--- src/rtl/pbsf_pkg.sv ---
// ----------------------------------------------------------------------------
// pbsf_pkg
// types, offsets and codes shared by the bar sizing filter modules
// ----------------------------------------------------------------------------
`timescale 1ns / 1ps
`default_nettype none

package pbsf_pkg;

    localparam int DEF_NUM_DEVICES = 32;
    localparam int DEV_IDX_W       = 5;
    localparam int DEV_SLOTS       = 2 ** DEV_IDX_W;
    localparam int NUM_FLAGS       = 7;

    localparam logic [7:0] OFF_BAR_FIRST = 8'h10;
    localparam logic [7:0] OFF_BAR_LAST  = 8'h24;
    localparam logic [7:0] OFF_ROM       = 8'h30;
    localparam logic [7:0] OFF_IRQ_LINE  = 8'h3c;
    localparam logic [2:0] ROM_BIT       = 3'd6;
    localparam logic [2:0] LEN_DWORD     = 3'd4;

    localparam logic [31:0] ALL_ONES      = 32'hffff_ffff;
    localparam logic [31:0] ROM_SIZING    = 32'hffff_fffe;
    localparam logic [31:0] IO_SIZING     = 32'h0000_ffff;

    localparam logic       REQ_READ  = 1'b0;
    localparam logic       REQ_WRITE = 1'b1;

    localparam logic [1:0] LEVEL_NONE  = 2'd0;
    localparam logic [1:0] LEVEL_WRITE = 2'd2;

    localparam logic [1:0] STATUS_OK        = 2'd0;
    localparam logic [1:0] STATUS_REFUSED   = 2'd1;
    localparam logic [1:0] STATUS_NO_ACCESS = 2'd2;

    typedef struct packed {
        logic        req_type;
        logic [4:0]  device_index;
        logic [7:0]  reg_offset;
        logic [2:0]  access_len;
        logic [31:0] write_value;
        logic [31:0] current_value;
        logic [31:0] region_size;
        logic        region_is_mem;
        logic        region_is_io;
        logic [7:0]  device_irq;
        logic [1:0]  access_level;
    } req_t;

    typedef struct packed {
        logic [31:0] read_data;
        logic [1:0]  status;
        logic        forward_write;
    } rsp_t;

    typedef struct packed {
        logic                 en;
        logic [NUM_FLAGS-1:0] value;
    } flag_wr_t;

endpackage

`default_nettype wire

--- src/rtl/pci_bar_sizing_filter.sv ---
// ----------------------------------------------------------------------------
// pci_bar_sizing_filter
// guest config access filter with emulated bar and rom sizing
// ----------------------------------------------------------------------------
// Each accepted config access gives exactly one reply beat, passing through the
// input register and then the result register; a new access can be taken in
// every cycle while the result side is not stalled. The rate is set by the sizing
// flag table: the flags of the addressed device are read, updated and written
// back in the single stage between the input register and the result register,
// so each access sees the flags left by the one before it. The table is cleared
// by reset itself, with no clearing pass.
`timescale 1ns / 1ps
`default_nettype none

module pci_bar_sizing_filter #(
    parameter int NUM_DEVICES = pbsf_pkg::DEF_NUM_DEVICES
) (
    input  logic           aclk,
    input  logic           aresetn,
    input  logic           s_valid,
    output logic           s_ready,
    input  pbsf_pkg::req_t s_data,
    output logic           m_valid,
    input  logic           m_ready,
    output pbsf_pkg::rsp_t m_data
);
    import pbsf_pkg::*;

    // only slots reachable through device_index need storage
    localparam int FLAG_DEPTH = (NUM_DEVICES < DEV_SLOTS) ? NUM_DEVICES : DEV_SLOTS;
    localparam int IDX_W      = (FLAG_DEPTH > 1) ? $clog2(FLAG_DEPTH) : 1;

    logic                 in_valid_reg;
    logic                 in_valid_next;
    req_t                 in_data_reg;
    logic                 out_valid_reg;
    logic                 out_valid_next;
    rsp_t                 out_data_reg;
    logic                 advance;
    logic [NUM_FLAGS-1:0] rd_flags;
    rsp_t                 rsp;
    flag_wr_t             flag_wr;
    flag_wr_t             flag_wr_gated;

    assign advance = in_valid_reg && (!out_valid_reg || m_ready);
    assign s_ready = !in_valid_reg || advance;
    assign m_valid = out_valid_reg;
    assign m_data  = out_data_reg;

    assign in_valid_next  = (s_valid && s_ready) ? 1'b1 : (advance ? 1'b0 : in_valid_reg);
    assign out_valid_next = advance ? 1'b1 : (m_ready ? 1'b0 : out_valid_reg);

    assign flag_wr_gated.en    = flag_wr.en && advance;
    assign flag_wr_gated.value = flag_wr.value;

    always_ff @(posedge aclk) begin
        if (!aresetn) begin
            in_valid_reg  <= 1'b0;
            out_valid_reg <= 1'b0;
        end else begin
            in_valid_reg  <= in_valid_next;
            out_valid_reg <= out_valid_next;
        end
    end

    always_ff @(posedge aclk) begin
        if (s_valid && s_ready) begin
            in_data_reg <= s_data;
        end
        if (advance) begin
            out_data_reg <= rsp;
        end
    end

    pbsf_flags #(
        .FLAG_DEPTH (FLAG_DEPTH),
        .IDX_W      (IDX_W)
    ) u_flags (
        .aclk     (aclk),
        .aresetn  (aresetn),
        .idx      (in_data_reg.device_index[IDX_W-1:0]),
        .rd_flags (rd_flags),
        .wr       (flag_wr_gated)
    );

    pbsf_access #(
        .NUM_DEVICES (NUM_DEVICES)
    ) u_access (
        .req     (in_data_reg),
        .flags   (rd_flags),
        .rsp     (rsp),
        .flag_wr (flag_wr)
    );

endmodule

`default_nettype wire

--- src/rtl/pbsf_flags.sv ---
// ----------------------------------------------------------------------------
// pbsf_flags
// per-device sizing flag table, one read and one write port, cleared by reset
// ----------------------------------------------------------------------------
`timescale 1ns / 1ps
`default_nettype none

module pbsf_flags #(
    parameter int FLAG_DEPTH = pbsf_pkg::DEF_NUM_DEVICES,
    parameter int IDX_W      = pbsf_pkg::DEV_IDX_W
) (
    input  logic                           aclk,
    input  logic                           aresetn,
    input  logic [IDX_W-1:0]               idx,
    output logic [pbsf_pkg::NUM_FLAGS-1:0] rd_flags,
    input  pbsf_pkg::flag_wr_t             wr
);
    import pbsf_pkg::*;

    logic [NUM_FLAGS-1:0] flags_reg [FLAG_DEPTH];

    assign rd_flags = flags_reg[idx];

    always_ff @(posedge aclk) begin
        if (!aresetn) begin
            for (int i = 0; i < FLAG_DEPTH; i++) begin
                flags_reg[i] <= '0;
            end
        end else if (wr.en) begin
            flags_reg[idx] <= wr.value;
        end
    end

endmodule

`default_nettype wire

--- src/rtl/pbsf_access.sv ---
// ----------------------------------------------------------------------------
// pbsf_access
// decodes one config access, builds the reply and the sizing flag update
// ----------------------------------------------------------------------------
`timescale 1ns / 1ps
`default_nettype none

module pbsf_access #(
    parameter int NUM_DEVICES = pbsf_pkg::DEF_NUM_DEVICES
) (
    input  pbsf_pkg::req_t                 req,
    input  logic [pbsf_pkg::NUM_FLAGS-1:0] flags,
    output pbsf_pkg::rsp_t                 rsp,
    output pbsf_pkg::flag_wr_t             flag_wr
);
    import pbsf_pkg::*;

    logic                 no_access;
    logic                 is_write;
    logic                 is_bar;
    logic                 is_rom;
    logic [7:0]           off_rel;
    logic [2:0]           bit_sel;
    logic [NUM_FLAGS-1:0] mask;
    logic                 sizing;
    logic [31:0]          size_mask;

    assign is_write  = (req.req_type == REQ_WRITE);
    assign no_access = (req.access_level == LEVEL_NONE) ||
                       (32'(req.device_index) >= NUM_DEVICES);
    assign is_bar    = (req.reg_offset >= OFF_BAR_FIRST) && (req.reg_offset <= OFF_BAR_LAST) &&
                       (req.reg_offset[1:0] == 2'b00);
    assign is_rom    = (req.reg_offset == OFF_ROM);
    assign off_rel   = req.reg_offset - OFF_BAR_FIRST;
    assign bit_sel   = is_rom ? ROM_BIT : off_rel[4:2];
    assign mask      = NUM_FLAGS'(1) << bit_sel;

    assign sizing = is_rom ? (req.write_value == ALL_ONES || req.write_value == ROM_SIZING)
                           : (req.write_value == ALL_ONES ||
                              (req.region_is_io && req.write_value == IO_SIZING));

    // synthesized size mask, memory wins over io
    always_comb begin
        if (is_rom) begin
            size_mask = {~req.region_size[31:11], 10'b0, req.current_value[0]};
        end else if (req.region_is_mem) begin
            size_mask = {~req.region_size[31:4], req.current_value[3:0]};
        end else if (req.region_is_io) begin
            size_mask = {16'b0, ~req.region_size[15:2], 2'b01};
        end else begin
            size_mask = req.current_value;
        end
    end

    always_comb begin
        rsp.read_data     = '0;
        rsp.status        = STATUS_OK;
        rsp.forward_write = 1'b0;
        flag_wr.en        = 1'b0;
        flag_wr.value     = sizing ? (flags | mask) : (flags & ~mask);

        if (no_access) begin
            rsp.read_data = is_write ? '0 : ALL_ONES;
            rsp.status    = STATUS_NO_ACCESS;
        end else if (is_bar || is_rom) begin
            if (req.access_len != LEN_DWORD) begin
                rsp.status = STATUS_REFUSED;
            end else if (is_write) begin
                flag_wr.en = 1'b1;
                if (!sizing && req.write_value != req.current_value &&
                    !(is_rom && req.write_value == '0)) begin
                    rsp.status = STATUS_REFUSED;
                end
            end else begin
                rsp.read_data = ((flags & mask) != '0) ? size_mask : req.current_value;
            end
        end else if (!is_write) begin
            rsp.read_data = (req.reg_offset == OFF_IRQ_LINE) ? 32'(req.device_irq)
                                                              : req.current_value;
        end else if (req.access_level == LEVEL_WRITE) begin
            rsp.forward_write = 1'b1;
        end else begin
            rsp.status = STATUS_REFUSED;
        end
    end

endmodule

`default_nettype wire

--- config.mk ---
export PLATFORM = sky130hd
export DESIGN_NAME = pci_bar_sizing_filter
export DESIGN_NICKNAME = d
export VERILOG_FILES = /design/src/rtl/pbsf_pkg.sv /design/src/rtl/pci_bar_sizing_filter.sv /design/src/rtl/pbsf_flags.sv /design/src/rtl/pbsf_access.sv
export SDC_FILE = /design/constraint.sdc
export NUM_CORES = 1
export LEC_CHECK = 0
export BUFFER_PORTS_ARGS = -buffer_cell sky130_fd_sc_hd__buf_2
export CAP_MARGIN = 10
export CORE_ASPECT_RATIO = 0.6
export CORE_MARGIN = 2
export CORE_UTILIZATION = 53
export CTS_CLUSTER_SIZE = 20
export DETAILED_ROUTE_END_ITERATION = 12
export PLACE_DENSITY = 0.74
export SYNTH_ARGS = -nofsm -noshare
export SYNTH_HDL_FRONTEND = slang
export SYNTH_SLANG_ARGS = --single-unit
--- constraint.sdc ---
create_clock -name aclk -period 6.4 [get_ports aclk]
set_input_delay 1.28 -clock aclk [delete_from_list [all_inputs] [get_ports aclk]]
set_output_delay 1.28 -clock aclk [all_outputs]
set_load 0.01 [all_outputs]
==> results of run 1 <==
==> through the flow <==
| stage | std cells | power, uW | util | setup slack [ps] | hold WS [ps] |
|---|---|---|---|---|---|
| after floorplan | 1262 | 3390 | - | 1700 | 477 |
| after global placement | 1793 | 3620 | 0.579 | 2010 | 508 |
| after detailed placement | 1793 | 3640 | 0.579 | 1940 | 521 |
| after CTS | 1858 | 5630 | 0.613 | 1910 | 533 |
| after global routing | 1858 | 5790 | 0.613 | 1740 | 558 |
| final | 1859 | 5640 | 0.614 | 1830 | 537 |
==> synthesized netlist by cell type (3+ instances only) <==
| master | instances | area [um2] |
|---|---|---|
| a211oi_1 | 5 | 37.5 |
| a21oi_1 | 45 | 225 |
| a221oi_1 | 6 | 52.6 |
| a22oi_1 | 7 | 52.6 |
| a31oi_1 | 8 | 50.1 |
| and2_1 | 4 | 25.0 |
| and3_1 | 3 | 18.8 |
| and3b_1 | 3 | 26.3 |
| buf_1 | 4 | 15.0 |
| buf_2 | 13 | 65.1 |
| clkbuf_1 | 46 | 173 |
| dfxtp_1 | 7 | 140 |
| edfxtp_1 | 382 | 11500 |
| inv_1 | 31 | 116 |
| mux2_2 | 15 | 169 |
| mux2i_1 | 39 | 390 |
| mux4_2 | 38 | 856 |
| nand2_1 | 140 | 526 |
| nand2b_1 | 4 | 25.0 |
| nand3_1 | 13 | 65.1 |
| nand3b_1 | 6 | 45.0 |
| nand4_1 | 22 | 138 |
| nor2_1 | 249 | 935 |
| nor2b_1 | 14 | 87.6 |
| nor3_1 | 18 | 90.1 |
| nor3b_1 | 4 | 30.0 |
| nor4_1 | 18 | 113 |
| o211ai_1 | 5 | 37.5 |
| o21ai_0 | 21 | 105 |
| o21ai_1 | 7 | 35.0 |
| o21bai_1 | 5 | 37.5 |
| o221ai_1 | 7 | 61.3 |
| o22ai_1 | 12 | 75.1 |
| or2_2 | 3 | 18.8 |
| or3_1 | 3 | 18.8 |
| or3b_2 | 3 | 26.3 |
| xnor2_1 | 32 | 280 |
==> kinds of logic after synthesis <==
group,count (synthesis),share of synthesized area
AOI/OAI and AO/OA,141,0.0530
xor gates and xnor gates,32,0.0167
buffers and inverters,97,0.0237
DFF,389,0.690
muxes,92,0.0841
and+or+nand+nor,511,0.132
==> critical path: cells and delay by family (launching register included) <==
family                 cells  cell delay (ps)
DFF                        1              760
and+or+nand+nor            2              730
AOI/OAI and AO/OA          3             1130
muxes                      3             1230
buffers and inverters      1              470
==> cell type report <==
| cell class | instances | area, um2 | share of cell area |
|---|---|---|---|
| Antenna cell | 1 | 2.50 | 0.000131 |
| Sequential cell | 389 | 11600 | 0.607 |
| Timing Repair Buffer | 181 | 951 | 0.0497 |
| Tap cell | 416 | 520 | 0.0272 |
| Multi-Input combinational cell | 776 | 4860 | 0.254 |
| Inverter | 31 | 119 | 0.00621 |
| Clock buffer | 45 | 976 | 0.0510 |
| Clock inverter | 20 | 103 | 0.00536 |
==> worst min-delay path by stage <==
stage,startpoint,end,slack [ps],cells past startpoint
finish,in_valid_reg,m_valid,540,1
global route,in_valid_reg,m_valid,560,1
CTS,in_valid_reg,m_valid,530,1
detailed placement,in_valid_reg,m_valid,520,1
global placement,in_valid_reg,m_valid,510,1
floorplan,in_valid_reg,m_valid,480,1
==> routing by layer <==
metal / vias to the layer above / track usage / share of wire
met3: 77 / 0.118 / 0.15
li1: 4980 / - / -
met4: 2 / 0.0643 / 0.018
met1: 5742 / 0.437 / 0.43
met2: 710 / 0.368 / 0.40
met5: - / 0 / 0.00028
==> power by group through the flow <==
stage / registers, uW / clock network [uW] / logic [uW]
3_5_place_dp: 3060 / 0 / 584
6_report: 3010 / 2030 / 603
2_1_floorplan: 3010 / 0 / 372
3_3_place_gp: 3050 / 0 / 573
4_1_cts: 3000 / 2040 / 587
5_1_grt: 3020 / 2130 / 635
==> results by group, run 1 <==
Status
  – Status: completed

Logic synthesis
  – Synth Warn #: 0
  – Post-synth cell types: 54
  – Net Count, Synth: 1,391
  – Async set-reset flop share out of synthesis: 0
  – Mean Syn Cell Area: 13.3 um2
  – EDFF count, synth: 382
  – #FFs+latches synth: 389
  – Area of the mapped netlist: 16,800 um2
  – Post-Syn Instances: 1,262
  – Seq/Total Area, Yosys: 0.690
  – Top_reg_cell synth: edfxtp_1

CTS
  – Post-CTS Resized: 0
  – Post-CTS Setup Inserts: 0
  – CTS H-tree depth: 2
  – # hold bufs at CTS: 0
  – CTS clock-pin slew for the worst setup and hold paths: 70 ps
  – Clock Tree Buf Depth: 3
  – TritonCTS clock tree: yes
  – Worst-Skew Late Latency: 540 ps
  – Clock Root Buffer: clkbuf_16
  – Cts bufs inserted: 36
  – Clk sinks: 389

Floorplanning
  – # rows: 50
  – Initial Util: 0.539
  – Io pins: 166
  – Die width: 234 um
  – Die height: 142 um
  – CORE AREA: 31,200 um2
  – Die ar.: 33,200 um2

Place
  – Port Buffers: 163
  – DP Area: 18,100 um2
  – Gpl congestion: 0.909
  – DP HPWL: 32.5 mm

Final layout
  – Largest register FFs: 224
  – Leading cell types in the layout, fill and taps excluded: 382 x edfxtp_1, 249 x nor2_1, 163 x buf_2, 140 x nand2_1, 41 x a21oi_1
  – Commonest non-fill, non-tap cell in the layout: edfxtp_1
  – Layout cells sized above 1: 0.214
  – NumNets Final: 1,544
  – Final Cell Area: 19,200 um2
  – Fill count: 2,406
  – Area growth syn-to-layout: 13.9%

Power and ir drop
  – Seq pwr share: 0.533
  – Peak supply drop: 0.206 mV
  – Cell Int Power: 4200 uW
  – Logic pwr share: 0.107
  – Power Density: 294 nW/um2
  – Switch Pwr: 1430 uW
  – Switching part of the total power: 0.254
  – Clk pwr share: 0.360
  – Lkg Pwr: 0.00703 uW

Timing
  – Max_slew headroom: 0.178
  – Period Utilization, post-route: 0.714
  – Setup TNS: 0 ps
  – Min Tclk post-route: 4570 ps
  – Worst Skew: 22.1 ps
  – Slew at the pin with the worst max-slew slack: 1220 ps
  – Peak Freq: 0.219 GHz
  – Final setup viols: 0
  – Max Slew Vio Count: 0
  – Unrepaired setup endpoints after global routing: no
  – Endpoints failing hold: 0

Route
  – 1st-iter DRT viols: 1,541
  – Post-route DRC: 0
  – Drt pass-1 iters: 5
  – Via count: 11,511
  – Wire length per cell: 24.9 um
  – Via density: 6.19
  – Number of antenna-violating nets in the routed design: 0
  – Final wirelength: 46.3 mm

Setup path
  – Most common cell on crit path: mux4_2
  – Worst path slowest cell: dfxtp_2
  – WP data required: 6760 ps
  – Worst Path Max Fanout: 27
  – CP arrival: 4930 ps
  – Crit start category: register
  – Crit path kind: reg2reg
  – Worst reg2reg path depth: 9
  – CP Capture Type: register
  – Crit path cell chain: buf_4 > mux4_2 > mux4_2 > mux2_2 > nor2b_1 > or4_4 > a22oi_2 > a22oi_1 > o221ai_1
  – Flop-to-flop setup slack: 1830 ps
  – End of the critical path: m_data[14]
  – Slowest stage delay, CP: 760 ps
  – R2r endpoint: m_data[14]

GRT
  – Congestion Overflow GR: 0
  – Number of global-route vias before repair: 10,908
  – First-pass GRT wire length: 67.7 mm
  – Initial antenna violation count: 1
  – Largest net degree at the start of global routing: 52
  – GR Util All Layers: 0.283

Flow run
  – MaxCap Viol Count: 0

Min path
  – Worst min path class: reg2reg
No activity file was read; power rests on OpenSTA's default activity.
==> run 2: changes to the inputs <==
--- a/config.mk
+++ b/config.mk
@@ -5,6 +5,7 @@
 export SDC_FILE = /design/constraint.sdc
 export NUM_CORES = 1
 export LEC_CHECK = 0
+export ABC_AREA = 1
 export BUFFER_PORTS_ARGS = -buffer_cell sky130_fd_sc_hd__buf_2
 export CAP_MARGIN = 10
 export CORE_ASPECT_RATIO = 0.6
@@ -12,7 +13,7 @@
 export CORE_UTILIZATION = 53
 export CTS_CLUSTER_SIZE = 20
 export DETAILED_ROUTE_END_ITERATION = 12
-export PLACE_DENSITY = 0.74
+export PLACE_DENSITY = 0.73
 export SYNTH_ARGS = -nofsm -noshare
 export SYNTH_HDL_FRONTEND = slang
 export SYNTH_SLANG_ARGS = --single-unit
==> constraint.sdc (replaced) <==
create_clock -name aclk -period 4.6 [get_ports aclk]
set_input_delay 0.92 -clock aclk [delete_from_list [all_inputs] [get_ports aclk]]
set_output_delay 0.92 -clock aclk [all_outputs]
set_load 0.01 [all_outputs]
==> run 2 against run 1 <==
  * Clock skew down 3.3 ps
  * Utilization decreased by 0.84 points
  * Global-route usage fell by 0.074 points
  * Non-clock buffer count up 9
  * Flip-flop and latch count is the same
  * Wire length rose by 6.9%
  * Clock power is 49% higher
  * Area after synthesis increased by 6.5%
  * Fmax grew 29%
  * Sequential share of layout area down 3.4 points
  * Register-to-register slack worse by 780 ps
  * Die area up 6.3%
  * Critical endpoint is now u_flags.flags_reg[28][2]
  * Largest power group unchanged
==> results by group, run 2 <==
Route
  – Routed met3 length: 7.55 mm
  – Wire length per cell: 20.3 um
  – 1st-iter DRT viols: 1,948
  – Via density: 5.69
  – Met2 Routed Length: 19.4 mm
  – Number of antenna-violating nets in the routed design: 0
  – Final wirelength: 49.6 mm
  – WL met1: 21.3 mm
  – Post-route DRC: 0
  – Via count: 13,868
  – Drt pass-1 iters: 6
  – Top Layer Used: met5

Place
  – Gpl congestion: 0.940
  – Port Buffers: 163
  – DP Area: 19,100 um2
  – DP HPWL: 33.5 mm
  – Pre-CTS setup slack: 1230 ps

GRT
  – Largest net degree at the start of global routing: 113
  – First-pass GRT wire length: 73.8 mm
  – GR Util All Layers: 0.282
  – Initial antenna violation count: 5
  – Congestion Overflow GR: 0
  – Number of global-route vias before repair: 12,581

CTS
  – Worst-Skew Late Latency: 560 ps
  – TritonCTS clock tree: yes
  – Post-CTS Resized: 0
  – Clock Root Buffer: clkbuf_16
  – Cts bufs inserted: 38
  – CTS H-tree depth: 2
  – # hold bufs at CTS: 0
  – Post-CTS Setup Inserts: 0
  – CTS clock-pin slew for the worst setup and hold paths: 60 ps
  – Clk sinks: 389
  – Clock Tree Buf Depth: 3

Logic synthesis
  – Net Count, Synth: 1,945
  – EDFF count, synth: 382
  – Post-Syn Instances: 1,816
  – Async set-reset flop share out of synthesis: 0
  – Most common cell in the synthesized netlist: nand2_1
  – Seq/Total Area, Yosys: 0.648
  – Synth Warn #: 0
  – #FFs+latches synth: 389
  – Post-synth cell types: 32
  – Synth area leaders: edfxtp_1 64%, nand2_1 12%, nand3_1 7.2%, nor2_1 5.6%, inv_1 2.0%
  – Area leader, netlist: edfxtp_1
  – Mean Syn Cell Area: 9.86 um2
  – Area of the mapped netlist: 17,900 um2
  – Yosys top cell area share: 0.641
  – Post-synth top cells: 553 x nand2_1, 382 x edfxtp_1, 267 x nor2_1
  – Top_reg_cell synth: edfxtp_1

Power and ir drop
  – Lkg Pwr: 0.00822 uW
  – Peak supply drop: 0.266 mV
  – Power Density: 402 nW/um2

Timing
  – Period Utilization, post-route: 0.772
  – Final setup viols: 0
  – Max_slew headroom: 0.118
  – Endpoints failing hold: 0
  – Post-route setup slack: 1050 ps
  – Final hold slack: 513 ps
  – Setup TNS: 0 ps
  – Min Tclk post-route: 3550 ps
  – Unrepaired setup endpoints after global routing: no
  – Max Slew Vio Count: 0
  – Peak Freq: 0.282 GHz
  – Slew at the pin with the worst max-slew slack: 1320 ps
  – Worst Skew: 18.8 ps

Floorplanning
  – Die ar.: 35,300 um2
  – # rows: 52
  – CORE AREA: 33,500 um2
  – Initial Util: 0.534
  – Die height: 146 um
  – Io pins: 166
  – Die width: 241 um

Final layout
  – Commonest non-fill, non-tap cell in the layout: nand2_1
  – Layout cells sized above 1: 0.140
  – NumNets Final: 2,078
  – Largest register FFs: 224
  – Layout Utilization: 0.605
  – Area growth syn-to-layout: 13.2%
  – Leading cell types in the layout, fill and taps excluded: 553 x nand2_1, 382 x edfxtp_1, 267 x nor2_1, 259 x nand3_1, 163 x buf_2
  – Final Cell Area: 20,300 um2

Flow run
  – MaxCap Viol Count: 0

Status
  – Status: completed

Setup path
  – Crit start category: register
  – CP Capture Type: register
  – CP arrival: 3840 ps
  – Crit path kind: reg2reg
  – WP data required: 4890 ps
  – Worst Path Max Fanout: 21

Min path
  – Worst min path class: reg2reg
[run 2: power breakdown]
group          switching, uW  internal [uW]
combinational            713            269
clock                   1330           1690
sequential              85.2           4060
total                   2130           6020
[run 2: worst max-delay path, stage by stage, from the launching register on]
cell      delay [ps]
edfxtp_1         520
nand2_1          100
nor2_2           160
nand2_2          250
nor2_4           480
inv_1            220
nand3_1          130
nand2_1           60
nand2_1          170
nor2_1           110
a31oi_4          540
buf_4            430
nor2_1            80
[run 2: worst paths after layout]
kind | start | endpoint | slack (ps) | depth (start not counted)
setup reg to reg | in_data_reg[115] | u_flags.flags_reg[28][2] | 1050 | 12
hold reg to reg | m_valid | m_valid | 510 | 2
setup / recovery | in_data_reg[115] | u_flags.flags_reg[28][2] | 1050 | 12
hold / removal | m_valid | m_valid | 510 | 2
[run 2: final cells by class]
cell class                      instances  area (um2)
Antenna cell                            3        7.51
Clock buffer                           49        1070
Clock inverter                         19         118
Fill cell                            2735       13200
Inverter                               98         370
Multi-Input combinational cell       1232        5440
Sequential cell                       389       11600
Tap cell                              459         574
Timing Repair Buffer                  190        1080
[run 2: logic make-up after synthesis]
group | Yosys count | share of synthesized area
buf+inv | 195 | 0.0504
compound gates | 77 | 0.0242
flops | 389 | 0.648
simple gates | 1133 | 0.266
xor+xnor | 22 | 0.0108
[run 2: metrics by stage]
stage | total power (uW) | cells
finish | 8150 | 2439
CTS | 8140 | 2436
global route | 8390 | 2439
detailed placement | 5170 | 2368
floorplan | 4800 | 1816
global placement | 5150 | 2368
[run 2: routing by layer]
layer | up-vias | global-route usage
li1 | 6396 | -
met1 | 6516 | 0.450
met2 | 852 | 0.356
met3 | 102 | 0.101
met4 | 2 | 0.0787
met5 | - | 0
